**src/sv/asp_pkg.sv**
```systemverilog
// package for the aging slot pool: fixed field widths, codes, defaults and
// the structs passed between the engine and the top level
// no dependencies
`default_nettype none

package asp_pkg;

  // widths fixed by the item and register formats
  localparam int EXPIRY_W    = 16;
  localparam int STEP_W      = 16;
  localparam int ANGLE_IN_W  = 16;
  localparam int SLOT_OUT_W  = 6;
  localparam int COUNT_OUT_W = 7;

  localparam logic [EXPIRY_W-1:0] EXPIRY_RESET = 16'd1229;  // 1.2 s in 1/1024 s

  // defaults for the top-level parameters
  localparam int DEF_ENTRIES    = 64;
  localparam int DEF_TIME_BITS  = 16;
  localparam int DEF_ANGLE_BITS = 16;

  // configuration port
  localparam int CFG_ADDR_W = 3;
  localparam int CFG_DATA_W = 32;
  localparam logic [CFG_ADDR_W-3:0] REG_EXPIRY = 1'b0;

  // item modes
  localparam logic MODE_TICK = 1'b0;
  localparam logic MODE_ADD  = 1'b1;

  typedef enum logic [1:0] {
    ST_IDLE,
    ST_SWEEP,
    ST_CLAIM,
    ST_DONE
  } asp_state_t;

  typedef struct packed {
    logic                         mode;
    logic [STEP_W-1:0]            tick_time;
    logic signed [ANGLE_IN_W-1:0] direction_angle;
  } asp_req_t;

  typedef struct packed {
    logic [SLOT_OUT_W-1:0]  slot_index;
    logic                   replaced_oldest;
    logic [COUNT_OUT_W-1:0] expired_count;
    logic [COUNT_OUT_W-1:0] live_count;
  } asp_res_t;

endpackage

`default_nettype wire

```
**src/sv/asp_slot_ram.sv**
```systemverilog
// slot memory: one write port, one read port with registered read data
// depends on nothing but its parameters
`default_nettype none

module asp_slot_ram #(
  parameter int DEPTH = 64,
  parameter int WIDTH = 32
) (
  input  wire logic                     clk,
  input  wire logic                     rd_en,
  input  wire logic [$clog2(DEPTH)-1:0] rd_addr,
  output logic      [WIDTH-1:0]         rd_data,
  input  wire logic                     wr_en,
  input  wire logic [$clog2(DEPTH)-1:0] wr_addr,
  input  wire logic [WIDTH-1:0]         wr_data
);

  logic [WIDTH-1:0] mem [DEPTH];
  logic [WIDTH-1:0] rd_data_r;

  always_ff @(posedge clk) begin
    if (wr_en) begin
      mem[wr_addr] <= wr_data;
    end
  end

  always_ff @(posedge clk) begin
    if (rd_en) begin
      rd_data_r <= mem[rd_addr];
    end
  end

  assign rd_data = rd_data_r;

endmodule

`default_nettype wire

```
**src/sv/asp_cfg_regs.sv**
```systemverilog
// configuration registers behind the apb-style port: the expiry threshold
// depends on asp_pkg
`default_nettype none

module asp_cfg_regs
  import asp_pkg::*;
(
  input  wire logic                  clk,
  input  wire logic                  rst_n,
  input  wire logic                  psel,
  input  wire logic                  penable,
  input  wire logic                  pwrite,
  input  wire logic [CFG_ADDR_W-1:0] paddr,
  input  wire logic [CFG_DATA_W-1:0] pwdata,
  output logic      [CFG_DATA_W-1:0] prdata,
  output logic                       pready,
  output logic      [EXPIRY_W-1:0]   expiry
);

  logic [EXPIRY_W-1:0]     expiry_r;
  logic [EXPIRY_W-1:0]     expiry_nxt;
  logic [CFG_ADDR_W-3:0]   reg_idx;
  logic                    wr_hit;

  assign reg_idx = paddr[CFG_ADDR_W-1:2];
  assign pready  = 1'b1;
  assign wr_hit  = psel && penable && pwrite && pready && (reg_idx == REG_EXPIRY);

  always_comb begin
    expiry_nxt = expiry_r;
    if (wr_hit) begin
      expiry_nxt = pwdata[EXPIRY_W-1:0];
    end
  end

  always_ff @(posedge clk) begin
    if (!rst_n) begin
      expiry_r <= EXPIRY_RESET;
    end else begin
      expiry_r <= expiry_nxt;
    end
  end

  always_comb begin
    case (reg_idx)
      REG_EXPIRY: prdata = CFG_DATA_W'(expiry_r);
      default:    prdata = '0;
    endcase
  end

  assign expiry = expiry_r;

endmodule

`default_nettype wire

```
**src/sv/asp_engine.sv**
```systemverilog
// sweep engine: live bits, live count and the read-modify-write pass over
// the slot memory for ticks and adds; depends on asp_pkg and asp_slot_ram
`default_nettype none

module asp_engine
  import asp_pkg::*;
#(
  parameter int ENTRIES    = DEF_ENTRIES,
  parameter int TIME_BITS  = DEF_TIME_BITS,
  parameter int ANGLE_BITS = DEF_ANGLE_BITS
) (
  input  wire logic                clk,
  input  wire logic                rst_n,
  input  wire logic                start,
  input  wire asp_req_t            req,
  input  wire logic [EXPIRY_W-1:0] expiry,
  output logic                     busy,
  output logic                     res_valid,
  input  wire logic                res_take,
  output asp_res_t                 res
);

  localparam int IDX_W  = $clog2(ENTRIES);
  localparam int CNT_W  = $clog2(ENTRIES + 1);
  localparam int WORD_W = ANGLE_BITS + TIME_BITS;
  localparam int CMP_W  = (TIME_BITS > EXPIRY_W) ? TIME_BITS : EXPIRY_W;
  localparam int SUM_W  = ((CMP_W > STEP_W) ? CMP_W : STEP_W) + 1;
  localparam logic [IDX_W-1:0] LAST_IDX = IDX_W'(ENTRIES - 1);

  asp_state_t             state_r, state_nxt;
  logic [IDX_W-1:0]       idx_r, idx_nxt;
  logic                   issue_r, issue_nxt;
  logic                   p_valid_r, p_valid_nxt;
  logic [IDX_W-1:0]       p_idx_r, p_idx_nxt;
  asp_req_t               req_r, req_nxt;
  logic [ENTRIES-1:0]     live_r, live_nxt;
  logic [CNT_W-1:0]       live_cnt_r, live_cnt_nxt;
  logic [CNT_W-1:0]       exp_cnt_r, exp_cnt_nxt;
  logic                   found_r, found_nxt;
  logic [IDX_W-1:0]       free_idx_r, free_idx_nxt;
  logic [TIME_BITS-1:0]   best_r, best_nxt;
  logic [IDX_W-1:0]       best_idx_r, best_idx_nxt;
  logic [IDX_W-1:0]       slot_r, slot_nxt;
  logic                   repl_r, repl_nxt;

  logic                   rd_en;
  logic [IDX_W-1:0]       rd_addr;
  logic [WORD_W-1:0]      rd_data;
  logic                   wr_en;
  logic [IDX_W-1:0]       wr_addr;
  logic [WORD_W-1:0]      wr_data;

  logic [TIME_BITS-1:0]   age_q;
  logic [ANGLE_BITS-1:0]  angle_q;
  logic [SUM_W-1:0]       age_sum;
  logic [TIME_BITS-1:0]   age_new;
  logic                   age_expired;
  logic [IDX_W-1:0]       claim_idx;

  asp_slot_ram #(
    .DEPTH (ENTRIES),
    .WIDTH (WORD_W)
  ) u_slot_ram (
    .clk     (clk),
    .rd_en   (rd_en),
    .rd_addr (rd_addr),
    .rd_data (rd_data),
    .wr_en   (wr_en),
    .wr_addr (wr_addr),
    .wr_data (wr_data)
  );

  // memory word is {angle, age}
  assign age_q   = rd_data[TIME_BITS-1:0];
  assign angle_q = rd_data[WORD_W-1:TIME_BITS];

  // saturating age update and strict expiry compare
  assign age_sum     = SUM_W'(age_q) + SUM_W'(req_r.tick_time);
  assign age_new     = (age_sum > SUM_W'({TIME_BITS{1'b1}})) ? {TIME_BITS{1'b1}}
                                                             : age_sum[TIME_BITS-1:0];
  assign age_expired = CMP_W'(age_new) > CMP_W'(expiry);

  assign claim_idx = found_r ? free_idx_r : best_idx_r;

  always_comb begin
    state_nxt    = state_r;
    idx_nxt      = idx_r;
    issue_nxt    = issue_r;
    p_valid_nxt  = p_valid_r;
    p_idx_nxt    = p_idx_r;
    req_nxt      = req_r;
    live_nxt     = live_r;
    live_cnt_nxt = live_cnt_r;
    exp_cnt_nxt  = exp_cnt_r;
    found_nxt    = found_r;
    free_idx_nxt = free_idx_r;
    best_nxt     = best_r;
    best_idx_nxt = best_idx_r;
    slot_nxt     = slot_r;
    repl_nxt     = repl_r;
    rd_en        = 1'b0;
    rd_addr      = idx_r;
    wr_en        = 1'b0;
    wr_addr      = p_idx_r;
    wr_data      = {angle_q, age_new};

    case (state_r)
      ST_IDLE: begin
        if (start) begin
          req_nxt      = req;
          idx_nxt      = '0;
          issue_nxt    = 1'b1;
          p_valid_nxt  = 1'b0;
          exp_cnt_nxt  = '0;
          found_nxt    = 1'b0;
          free_idx_nxt = '0;
          best_nxt     = '0;
          best_idx_nxt = '0;
          slot_nxt     = '0;
          repl_nxt     = 1'b0;
          state_nxt    = ST_SWEEP;
        end
      end
      ST_SWEEP: begin
        // read stage
        p_valid_nxt = issue_r;
        p_idx_nxt   = idx_r;
        if (issue_r) begin
          rd_en = 1'b1;
          if (idx_r == LAST_IDX) begin
            issue_nxt = 1'b0;
          end else begin
            idx_nxt = idx_r + 1'b1;
          end
        end
        // modify and write-back stage, one slot behind the read
        if (p_valid_r) begin
          if (req_r.mode == MODE_TICK) begin
            if (live_r[p_idx_r]) begin
              wr_en = 1'b1;
              if (age_expired) begin
                live_nxt[p_idx_r] = 1'b0;
                exp_cnt_nxt       = exp_cnt_r + 1'b1;
                live_cnt_nxt      = live_cnt_r - 1'b1;
              end
            end
          end else begin
            if (!live_r[p_idx_r] && !found_r) begin
              found_nxt    = 1'b1;
              free_idx_nxt = p_idx_r;
            end
            // strict compare keeps the lowest index on ties
            if (live_r[p_idx_r] && (age_q > best_r)) begin
              best_nxt     = age_q;
              best_idx_nxt = p_idx_r;
            end
          end
          if (p_idx_r == LAST_IDX) begin
            state_nxt = (req_r.mode == MODE_ADD) ? ST_CLAIM : ST_DONE;
          end
        end
      end
      ST_CLAIM: begin
        wr_en               = 1'b1;
        wr_addr             = claim_idx;
        wr_data             = {ANGLE_BITS'(req_r.direction_angle), {TIME_BITS{1'b0}}};
        live_nxt[claim_idx] = 1'b1;
        if (found_r) begin
          live_cnt_nxt = live_cnt_r + 1'b1;
        end
        slot_nxt  = claim_idx;
        repl_nxt  = !found_r;
        state_nxt = ST_DONE;
      end
      ST_DONE: begin
        if (res_take) begin
          state_nxt = ST_IDLE;
        end
      end
      default: begin
        state_nxt = ST_IDLE;
      end
    endcase
  end

  always_ff @(posedge clk) begin
    if (!rst_n) begin
      state_r    <= ST_IDLE;
      issue_r    <= 1'b0;
      p_valid_r  <= 1'b0;
      live_r     <= '0;
      live_cnt_r <= '0;
    end else begin
      state_r    <= state_nxt;
      issue_r    <= issue_nxt;
      p_valid_r  <= p_valid_nxt;
      live_r     <= live_nxt;
      live_cnt_r <= live_cnt_nxt;
    end
  end

  always_ff @(posedge clk) begin
    idx_r      <= idx_nxt;
    p_idx_r    <= p_idx_nxt;
    req_r      <= req_nxt;
    exp_cnt_r  <= exp_cnt_nxt;
    found_r    <= found_nxt;
    free_idx_r <= free_idx_nxt;
    best_r     <= best_nxt;
    best_idx_r <= best_idx_nxt;
    slot_r     <= slot_nxt;
    repl_r     <= repl_nxt;
  end

  assign busy      = (state_r != ST_IDLE);
  assign res_valid = (state_r == ST_DONE);

  assign res.slot_index      = SLOT_OUT_W'(slot_r);
  assign res.replaced_oldest = repl_r;
  assign res.expired_count   = COUNT_OUT_W'(exp_cnt_r);
  assign res.live_count      = COUNT_OUT_W'(live_cnt_r);

`ifndef SYNTHESIS
  a_count_matches_bits: assert property (@(posedge clk) disable iff (!rst_n)
    live_cnt_r == CNT_W'($countones(live_r)))
    else $error("live count out of step with live bits");

  a_no_rw_collision: assert property (@(posedge clk) disable iff (!rst_n)
    (rd_en && wr_en) |-> (rd_addr != wr_addr))
    else $error("read and write to the same slot in one cycle");

  a_replace_only_when_full: assert property (@(posedge clk) disable iff (!rst_n)
    (state_r == ST_CLAIM && !found_r) |-> (live_cnt_r == CNT_W'(ENTRIES)))
    else $error("oldest slot replaced while a slot was free");

  a_claim_sets_live: assert property (@(posedge clk) disable iff (!rst_n)
    (state_r == ST_CLAIM) |=> (live_r[slot_r] && live_cnt_r != '0))
    else $error("claimed slot not live after an add");
`endif

endmodule

`default_nettype wire

```
**src/sv/aging_slot_pool.sv**
```systemverilog
// aging slot pool
// A pool of ENTRIES timed slots. Each input transaction is a tick (mode 0),
// which ages every live slot by tick_time with saturation and frees those
// whose age passes expiry_time, or an add (mode 1), which claims the lowest
// free slot, or the oldest slot when all are live, and stores the angle.
// Every transaction gives exactly one result transaction.
// Channels use valid/stall; a transaction moves when valid is high and stall is low.
// expiry_time is for the user to write over the apb-style port while idle; not enforced.
// Each transaction takes one pass over the slot memory through its single
// read port, with a read stage and a modify and write-back stage, and an add
// then writes the claimed slot. in_stall is high from acceptance until the
// result has moved into the output register, so a new transaction is taken
// only once the previous result has moved on.
// The output register holds a result while out_stall is high; the engine
// may finish the next transaction meanwhile and then waits for it to clear.
// Reset (rst_n low, synchronous) frees every slot, empties the output
// register and sets expiry_time to 1229; slot ages and angles are left as
// they are and are rewritten on each claim.
// depends on asp_pkg, asp_cfg_regs, asp_engine, asp_slot_ram
`default_nettype none

module aging_slot_pool
  import asp_pkg::*;
#(
  parameter int ENTRIES    = DEF_ENTRIES,
  parameter int TIME_BITS  = DEF_TIME_BITS,
  parameter int ANGLE_BITS = DEF_ANGLE_BITS
) (
  input  wire logic                         clk,
  input  wire logic                         rst_n,
  // configuration
  input  wire logic                         psel,
  input  wire logic                         penable,
  input  wire logic                         pwrite,
  input  wire logic [CFG_ADDR_W-1:0]        paddr,
  input  wire logic [CFG_DATA_W-1:0]        pwdata,
  output logic      [CFG_DATA_W-1:0]        prdata,
  output logic                              pready,
  // input channel
  input  wire logic                         in_valid,
  output logic                              in_stall,
  input  wire logic                         in_mode,
  input  wire logic [STEP_W-1:0]            in_tick_time,
  input  wire logic signed [ANGLE_IN_W-1:0] in_direction_angle,
  // result channel
  output logic                              out_valid,
  input  wire logic                         out_stall,
  output logic      [SLOT_OUT_W-1:0]        out_slot_index,
  output logic                              out_replaced_oldest,
  output logic      [COUNT_OUT_W-1:0]       out_expired_count,
  output logic      [COUNT_OUT_W-1:0]       out_live_count
);

  logic [EXPIRY_W-1:0] expiry;
  asp_req_t            req;
  asp_res_t            eng_res;
  logic                eng_busy;
  logic                eng_res_valid;
  logic                res_take;
  logic                start;

  logic                out_valid_r, out_valid_nxt;
  asp_res_t            out_res_r, out_res_nxt;

  asp_cfg_regs u_cfg_regs (
    .clk     (clk),
    .rst_n   (rst_n),
    .psel    (psel),
    .penable (penable),
    .pwrite  (pwrite),
    .paddr   (paddr),
    .pwdata  (pwdata),
    .prdata  (prdata),
    .pready  (pready),
    .expiry  (expiry)
  );

  assign req.mode            = in_mode;
  assign req.tick_time       = in_tick_time;
  assign req.direction_angle = in_direction_angle;

  assign in_stall = eng_busy;
  assign start    = in_valid && !in_stall;

  // output register frees up when empty or when its transaction moves on
  assign res_take = !out_valid_r || !out_stall;

  asp_engine #(
    .ENTRIES    (ENTRIES),
    .TIME_BITS  (TIME_BITS),
    .ANGLE_BITS (ANGLE_BITS)
  ) u_engine (
    .clk       (clk),
    .rst_n     (rst_n),
    .start     (start),
    .req       (req),
    .expiry    (expiry),
    .busy      (eng_busy),
    .res_valid (eng_res_valid),
    .res_take  (res_take),
    .res       (eng_res)
  );

  always_comb begin
    out_valid_nxt = out_valid_r;
    out_res_nxt   = out_res_r;
    if (eng_res_valid && res_take) begin
      out_valid_nxt = 1'b1;
      out_res_nxt   = eng_res;
    end else if (!out_stall) begin
      out_valid_nxt = 1'b0;
    end
  end

  always_ff @(posedge clk) begin
    if (!rst_n) begin
      out_valid_r <= 1'b0;
    end else begin
      out_valid_r <= out_valid_nxt;
    end
  end

  always_ff @(posedge clk) begin
    out_res_r <= out_res_nxt;
  end

  assign out_valid           = out_valid_r;
  assign out_slot_index      = out_res_r.slot_index;
  assign out_replaced_oldest = out_res_r.replaced_oldest;
  assign out_expired_count   = out_res_r.expired_count;
  assign out_live_count      = out_res_r.live_count;

endmodule

`default_nettype wire

```
**config.mk**
```make
export PLATFORM = sky130hd
export DESIGN_NAME = aging_slot_pool
export DESIGN_NICKNAME = d
export VERILOG_FILES = /design/src/sv/asp_pkg.sv /design/src/sv/asp_slot_ram.sv /design/src/sv/asp_cfg_regs.sv /design/src/sv/asp_engine.sv /design/src/sv/aging_slot_pool.sv
export SDC_FILE = /design/constraint.sdc
export NUM_CORES = 2
export LEC_CHECK = 0
export BUFFER_PORTS_ARGS = -buffer_cell sky130_fd_sc_hd__buf_2
export CAP_MARGIN = 5
export CORE_MARGIN = 4
export CORE_UTILIZATION = 55
export CTS_CLUSTER_SIZE = 28
export DETAILED_ROUTE_END_ITERATION = 12
export PLACE_DENSITY_LB_ADDON = 0.08
export SYNTH_ARGS = -nofsm -noshare
export SYNTH_HDL_FRONTEND = slang
export SYNTH_SLANG_ARGS = --single-unit
```
**constraint.sdc**
```tcl
create_clock -name clk -period 5.1 [get_ports clk]
set_input_delay 0.255 -clock clk [delete_from_list [all_inputs] [get_ports clk]]
set_output_delay 0.255 -clock clk [all_outputs]
set_load 0.01 [all_outputs]
```
# ---- After elaboration in Yosys (flattened, before gate mapping)
# Memories as Yosys holds them, arrays and structs flattened. A register that Yosys moved wholly into a read port is not among the register bits.
# Cells that the tools add are included.
dict set report totals {
  out_inout_bits 56
  wordCells 162
  ram_bits 2048
  memories 1
  reg_bits 201
}
dict set report classes {
  n_mux 73
  n_lt_le_gt_ge 7
  n_bitwise 4
  n_addsub 5
  n_reduce_logical 30
  eq_ne 19
}
# name words word_bits read_ports rd_clocked_by_memory_dff write_ports line_no
set memory_table {}
lappend memory_table {u_engine.u_slot_ram.mem 64 32 1 1 1 asp_slot_ram.sv:18} ;# logic [WIDTH-1:0] mem [DEPTH];
# op n
set ops {}
lappend ops {{$mux 64} 4}
lappend ops {{$pmux 64 s2} 1}
lappend ops {{$mux 16} 6}
lappend ops {{$mux 7} 10}
lappend ops {{$mux 6} 11}
lappend ops {{$and 64x64->64} 1}
lappend ops {{$not 64->64} 1}
lappend ops {{$or 64x64->64} 1}
lappend ops {{$pmux 6 s2} 4}
lappend ops {{$gt 16x16->1} 2}
lappend ops {{$mux 32} 1}
lappend ops {{$pmux 16 s2} 1}
lappend ops {{$pmux 7 s2} 2}
lappend ops {{$ne 2x1->1 const B} 11}
lappend ops {{$mux 1} 20}
lappend ops {{$add 16x16->17} 1}
lappend ops {{$gt 17x16->1 const B} 1}
lappend ops {{$reduce_and 5->1} 3}
lappend ops {{$add 7x1->7 const B} 2}
lappend ops {{$lt 6x7->1 const B} 2}
lappend ops {{$demux 1 s6} 2}
lappend ops {{$eq 6x6->1 const B} 2}
lappend ops {{$ge 6x1->1 const B} 2}
lappend ops {{$reduce_and 6->1} 2}
lappend ops {{17 further kinds} 45}

# ---- Logic depth before layout (Yosys ltp)
dict set report depth {
  ltp_word 11
  ltp_mapped 22
  mapped_depth_nobuf 19
}

# ---- By module
# Synthesis repeated with hierarchy kept, for this count alone.
dict set report unflattened {
  hier_cells 4411
  area_unflattened_um2 89910.0
}
# module cells_per_inst n_inst seq_area_each_um2 area_each_um2
set by_module_without_submodules {}
lappend by_module_without_submodules {asp_slot_ram 3324 1 62459.9 78838.1}
lappend by_module_without_submodules {asp_engine 954 1 4144.0 9456.6}
lappend by_module_without_submodules {asp_cfg_regs 106 1 320.3 937.1}
lappend by_module_without_submodules {aging_slot_pool 27 1 650.6 678.2}

# ---- Worst setup path before layout
# OpenSTA, ideal clock, no wires.
dict set report synth_path {
  path_type {register -> register}
  start {reg u_engine.u_slot_ram.rd_data_r[0], in the netlist u_engine.u_slot_ram.rd_data[0], read port of u_engine.u_slot_ram.mem}
  end {reg u_engine.exp_cnt_r[0] (enable)}
  arrival_time_ns 4.275
  period_less_slack_ns 4.635
  setup_slack_ns 0.465
  path_buffers 4
  required_ns 4.740
  stages_incl_launch_ff 21
  setup_ns 0.360
  cell_sequence {edfxtp_1 > ha_1 > inv_1 > fa_1 > nor2b_1 > o21ai_0 > a21oi_1 > or2_2 > a31oi_1 > o21a_1 > clkbuf_1 > buf_1 > nand2_1 > ha_1 > nand4_1 > a2111oi_0 > o31ai_1 > o21a_2 > buf_6 > buf_4 > nor2_1}
}
dict set report synth_via {
  elab_chain_cells 6
}
# item line_no
set synth_rtl {}
lappend synth_rtl {{from (decl)} asp_slot_ram.sv:19} ;# logic [WIDTH-1:0] rd_data_r;
lappend synth_rtl {{$add 16x16->17 (*)} asp_engine.sv:78} ;# assign age_sum = SUM_W'(age_q) + SUM_W'(req_r.tick_time);
lappend synth_rtl {{$gt 17x16->1} asp_engine.sv:79} ;# assign age_new = (age_sum > SUM_W'({TIME_BITS{1'b1}})) ? {TIME_BITS{1'b1}}
lappend synth_rtl {{$mux 16 (*)} asp_engine.sv:79}
lappend synth_rtl {{$gt 16x16->1 (*)} asp_engine.sv:81} ;# assign age_expired = CMP_W'(age_new) > CMP_W'(expiry);
lappend synth_rtl {{$ne 2x1->1 (no line) (*)} n/a}
lappend synth_rtl {{$reduce_and 6->1 (no line) (*)} n/a}
lappend synth_rtl {{to (signal assigned)} asp_engine.sv:206} ;# exp_cnt_r <= exp_cnt_nxt;
lappend synth_rtl {{to (decl)} asp_engine.sv:38} ;# logic [CNT_W-1:0] exp_cnt_r, exp_cnt_nxt;
# Mark *: on every way between the ends. The rest lies on a longest branch, timed or not.
# A chain may end at the register's enable or synchronous reset.

# ---- Final worst setup path
dict set report layout_path {
  start {reg u_engine.u_slot_ram.rd_data_r[0], in the netlist u_engine.u_slot_ram.rd_data[0], read port of u_engine.u_slot_ram.mem}
  end {reg u_engine.live_r[53]}
}
dict set report layout_via {
  elab_chain_cells 6
}
# item line_no
set layout_rtl {}
lappend layout_rtl {{$add 16x16->17 (*)} asp_engine.sv:78}
lappend layout_rtl {{$gt 17x16->1} asp_engine.sv:79}
lappend layout_rtl {{$mux 16 (*)} asp_engine.sv:79}
lappend layout_rtl {{$gt 16x16->1 (*)} asp_engine.sv:81}
lappend layout_rtl {{$ne 2x1->1 (no line) (*)} n/a}
lappend layout_rtl {{$reduce_and 5->1 (no line) (*)} n/a}
lappend layout_rtl {{to (signal assigned)} asp_engine.sv:197} ;# live_r <= live_nxt;
lappend layout_rtl {{to (decl)} asp_engine.sv:36} ;# logic [ENTRIES-1:0] live_r, live_nxt;
# Marks and branches as above.

==> impl_metrics.csv <==
group,metric,value,unit
setup_path,crit_top_cell,"nor2b_1",
cells_and_area,fillCellCount,6086,
clocking,cts_tree,"done",
clocking,clkTransAtPathRegs,0.06,ns
setup_path,cp_slowest_cell,"or4_1",
routing,viasPerCell,6.29,
synth,ys_warn_count,0,
cells_and_area,areaGrowthSynthToFinish,13.9,%
setup_path,worstPathArrival,5.43,ns
floorplan,core_area,88900,um2
place,port_buffers,79,
power_and_ir_drop,p_seq_share,41.1,%
place,dp_cells,3807,
power_and_ir_drop,p_comb_share,34.4,%
sta,fmax,206,MHz
floorplan,core.rowCount,109,
synth,synthArstFlopShare,0,%
setup_path,worstPathCellList,"ha_1 > inv_1 > fa_1 > nor2b_1 > o21ai_1 > a21oi_1 > or2_2 > a31oi_2 > o21a_4 > buf_4 > nor2b_1 > ha_1 > nor2b_1 > o211ai_1 > a2111oi_1 > o31ai_1 > o21a_2 > buf_4 > buf_12 > or4_1 > a32o_1",
clocking,cts_max_level,3,
synth,synth.area.top_cells,"edfxtp_1, mux4_2, dfxtp_1",
routing,ant_nets,0,
setup_path,critical_path.max_stage_delay,0.50,ns
clocking,clk_latency,0.71,ns
synth,syn_area_per_cell,19.4,um2
global_routing,grt_pass1_wl,172000,um
sta,hold_ws,0.138,ns
floorplan,die_area,95100,um2
floorplan,ioPinCount,131,
place,place_hpwl,71100,um
floorplan,die_w,308,um
power_and_ir_drop,finalPower,0.0354,W
setup_path,reg2reg_depth,21,
synth,yosysMostFrequentCell,"edfxtp_1",
cells_and_area,instances_no_fill,4065,
routing,dr.pass1.iters,5,
global_routing,grt_usage,24.7,%
power_and_ir_drop,power_frac_clock,24.5,%
sta,slew_viol_final,0,
global_routing,grt_max_degree,87,
power_and_ir_drop,leakage,18.3,nW
synth,ys.flop_type,"edfxtp_1",
global_routing,grt_pass1_vias,25900,
synth,synth_edf_count,1133,
setup_path,start_kind,"register",
routing,routed_wl,116000,um
min_path,hold_path_class,"input pin to register",
synth,syn_inst,2561,
sta,slew_headroom,28.9,%
routing,remaining_drc_errors,0,
sta,max_slew.worst_pin.slew,1.07,ns
clocking,clk_path_buf_depth,3,
synth,ys_seq_area_share,72.3,%
floorplan,die_h,308,um
synth,synth_area,49600,um2
setup_path,cp.required,5.67,ns
setup_path,critical_path_class,"register to register",
run,max_cap_viol_count,0,
power_and_ir_drop,vdd_ir_drop_max,0.000484,V
global_routing,grt_antenna_before_repair,0,
sta,hold_viol_final,0,
setup_path,path_buf_inv,4,
routing,first_iter_violations,2884,
cells_and_area,drive_gt1_share,26.8,%
power_and_ir_drop,switching_share,33.3,%
place,place.gp.congestion,0.880,
min_path,min_delay_path_depth,4,
synth,synth-seq-cells,1225,
sta,fin_crit,4.86,ns
cells_and_area,finalNetCount,2938,
power_and_ir_drop,p_int,0.0236,W
sta,finalSetupViolations,0,
synth,yosys.area.top_type,"edfxtp_1",
clocking,root_buffer,"clkbuf_16",
synth,ys_top_cells_by_count,"edfxtp_1, mux4_2, nor2_1",
sta,min_period_over_period,95.2,%
global_routing,overflow,0,
setup_path,cp_num_cells,21,
cells_and_area,final_core_utilization,63.6,%
setup_path,endpoint_kind,"register",
power_and_ir_drop,powerDensity,626,nW/um2
outcome,status,"finished, final reports clean",
power_and_ir_drop,power.switching,0.0118,W
clocking,clkSinkCount,1225,
routing,via_count,25600,
sta,setup_tns,0,ns
setup_path,cp_max_fo,18,
sta,finalClockSkew,0.0386,ns
clocking,cts_buffers,119,
floorplan,start_util,55.8,%
synth,ys_types,72,
setup_path,path_delay_family,"compound AO/OA/AOI/OAI gates",
synth,synth_top_area_share,68.5,%
routing,wl_per_cell,28.5,um
-- placed cells by master (no fill, tap or decap), drive strengths merged, types with 7 or more instances in the layout --
master,synthesis,final
a21boi,13,13
a21o,25,25
a21oi,52,52
a32o,15,15
and2,29,29
and3,8,8
buf,70,222
bufinv,0,12
clkbuf,83,143
clkinv,0,53
conb,2,17
dfxtp,92,92
dlygate4sd3,0,35
edfxtp,1133,1133
ha,60,60
inv,50,52
mux2i,14,14
mux4,348,348
nand2,107,107
nand2b,7,7
nand3,41,41
nand4,12,12
nor2,133,133
nor2b,22,22
nor3,13,13
o211ai,10,10
o21ai,64,64
o2bb2ai,7,7
o311ai,39,39
or3,7,7
xnor2,11,11
xor2,15,15
-- kinds of logic after synthesis --
kind of cell,share of synthesized area (%)
other,0.0151
DFF,72.3
and+or+nand+nor,3.85
muxes,16.2
adders and majority gates,1.59
xor gates and xnor gates,0.459
AOI/OAI and AO/OA,3.84
buffers and inverters,1.83
-- power groups by stage --
stage	Clock (W)	Combinational [W]	Sequential, W
CTS	0.00884	0.0123	0.0146
global placement	0	0.0118	0.0147
detailed placement	0	0.0122	0.0148
global route	0.00927	0.0131	0.0146
floorplan	0	0.00749	0.0147
finish	0.00866	0.0122	0.0146
-- registers in the layout, summed over array words and instances (netlist names), 2 cells and up --
name / cells
u_engine.u_slot_ram.mem: 1024
u_engine.live_r: 64
u_engine.req_r: 17
u_cfg_regs.expiry: 16
u_engine.best_r: 16
u_engine.u_slot_ram.rd_data: 16
out_expired_count: 7
out_live_count: 7
u_engine.exp_cnt_r: 7
u_engine.live_cnt_r: 7
out_slot_index: 6
u_engine.best_idx_r: 6
u_engine.free_idx_r: 6
u_engine.idx_r: 6
u_engine.p_idx_r: 6
u_engine.slot_r: 6
u_engine.state_r: 2
-- worst register-to-register path, stage by stage (launching register included) --
cell and delay [ns]:
edfxtp_1 0.35, ha_1 0.17, inv_1 0.06, fa_1 0.40, nor2b_1 0.13, o21ai_1 0.08
a21oi_1 0.22, or2_2 0.18, a31oi_2 0.12, o21a_4 0.32, buf_4 0.19, nor2b_1 0.17
ha_1 0.19, nor2b_1 0.11, o211ai_1 0.12, a2111oi_1 0.39, o31ai_1 0.18, o21a_2 0.30
buf_4 0.17, buf_12 0.12, or4_1 0.50, a32o_1 0.26
-- worst paths after layout --
| path | to | slack (ns) | startpoint |
|---|---|---|---|
| worst max-delay path | u_engine.live_r[53] | 0.24 | u_engine.u_slot_ram.rd_data[0] |
| worst min register to register | out_slot_index[0] | 0.42 | u_engine.slot_r[0] |
| worst min-delay path | u_engine.p_valid_r | 0.14 | in_valid |
| worst max register to register | u_engine.live_r[53] | 0.24 | u_engine.u_slot_ram.rd_data[0] |
-- layer usage --
metal | part of all wire, % | vias up | track usage [%]
met1 | 44 | 13500 | 37.4
met4 | 2.1 | 0 | 5.92
met2 | 48 | 921 | 39.1
met3 | 6.1 | 174 | 3.37
li1 | - | 11000 | -
met5 | 0 | - | 0
-- repair_timing --
item / CTS / global route
gates resized for setup: 0 / 6
hold buffers: 35 / 0
setup buffers: 3 / 0
pin swaps: 1 / 0
hold endpoints to repair: 42 / 0
endpoints found under the setup margin: 5 / 75
-- stage by stage --
stage          area (um2)  worst slack, ns
6_report            56500            0.242
5_1_grt             56500          -0.0379
4_1_cts             56500           0.0646
3_5_place_dp        52200           0.0389
3_3_place_gp        52200            0.168
2_1_floorplan       49700            0.465
-- final cells by class --
type                            count  area (um2)  share of cell area (%)
Sequential cell                  1225       35900                    63.4
Inverter                           50         188                   0.332
Antenna cell                        4        10.0                  0.0177
Clock inverter                     73         716                    1.27
Tap cell                         1165        1460                    2.58
Multi-Input combinational cell   1148       13100                    23.2
Timing Repair Buffer              257        2020                    3.57
Clock buffer                      143        3160                    5.60
(Power assumes the default switching activity.)
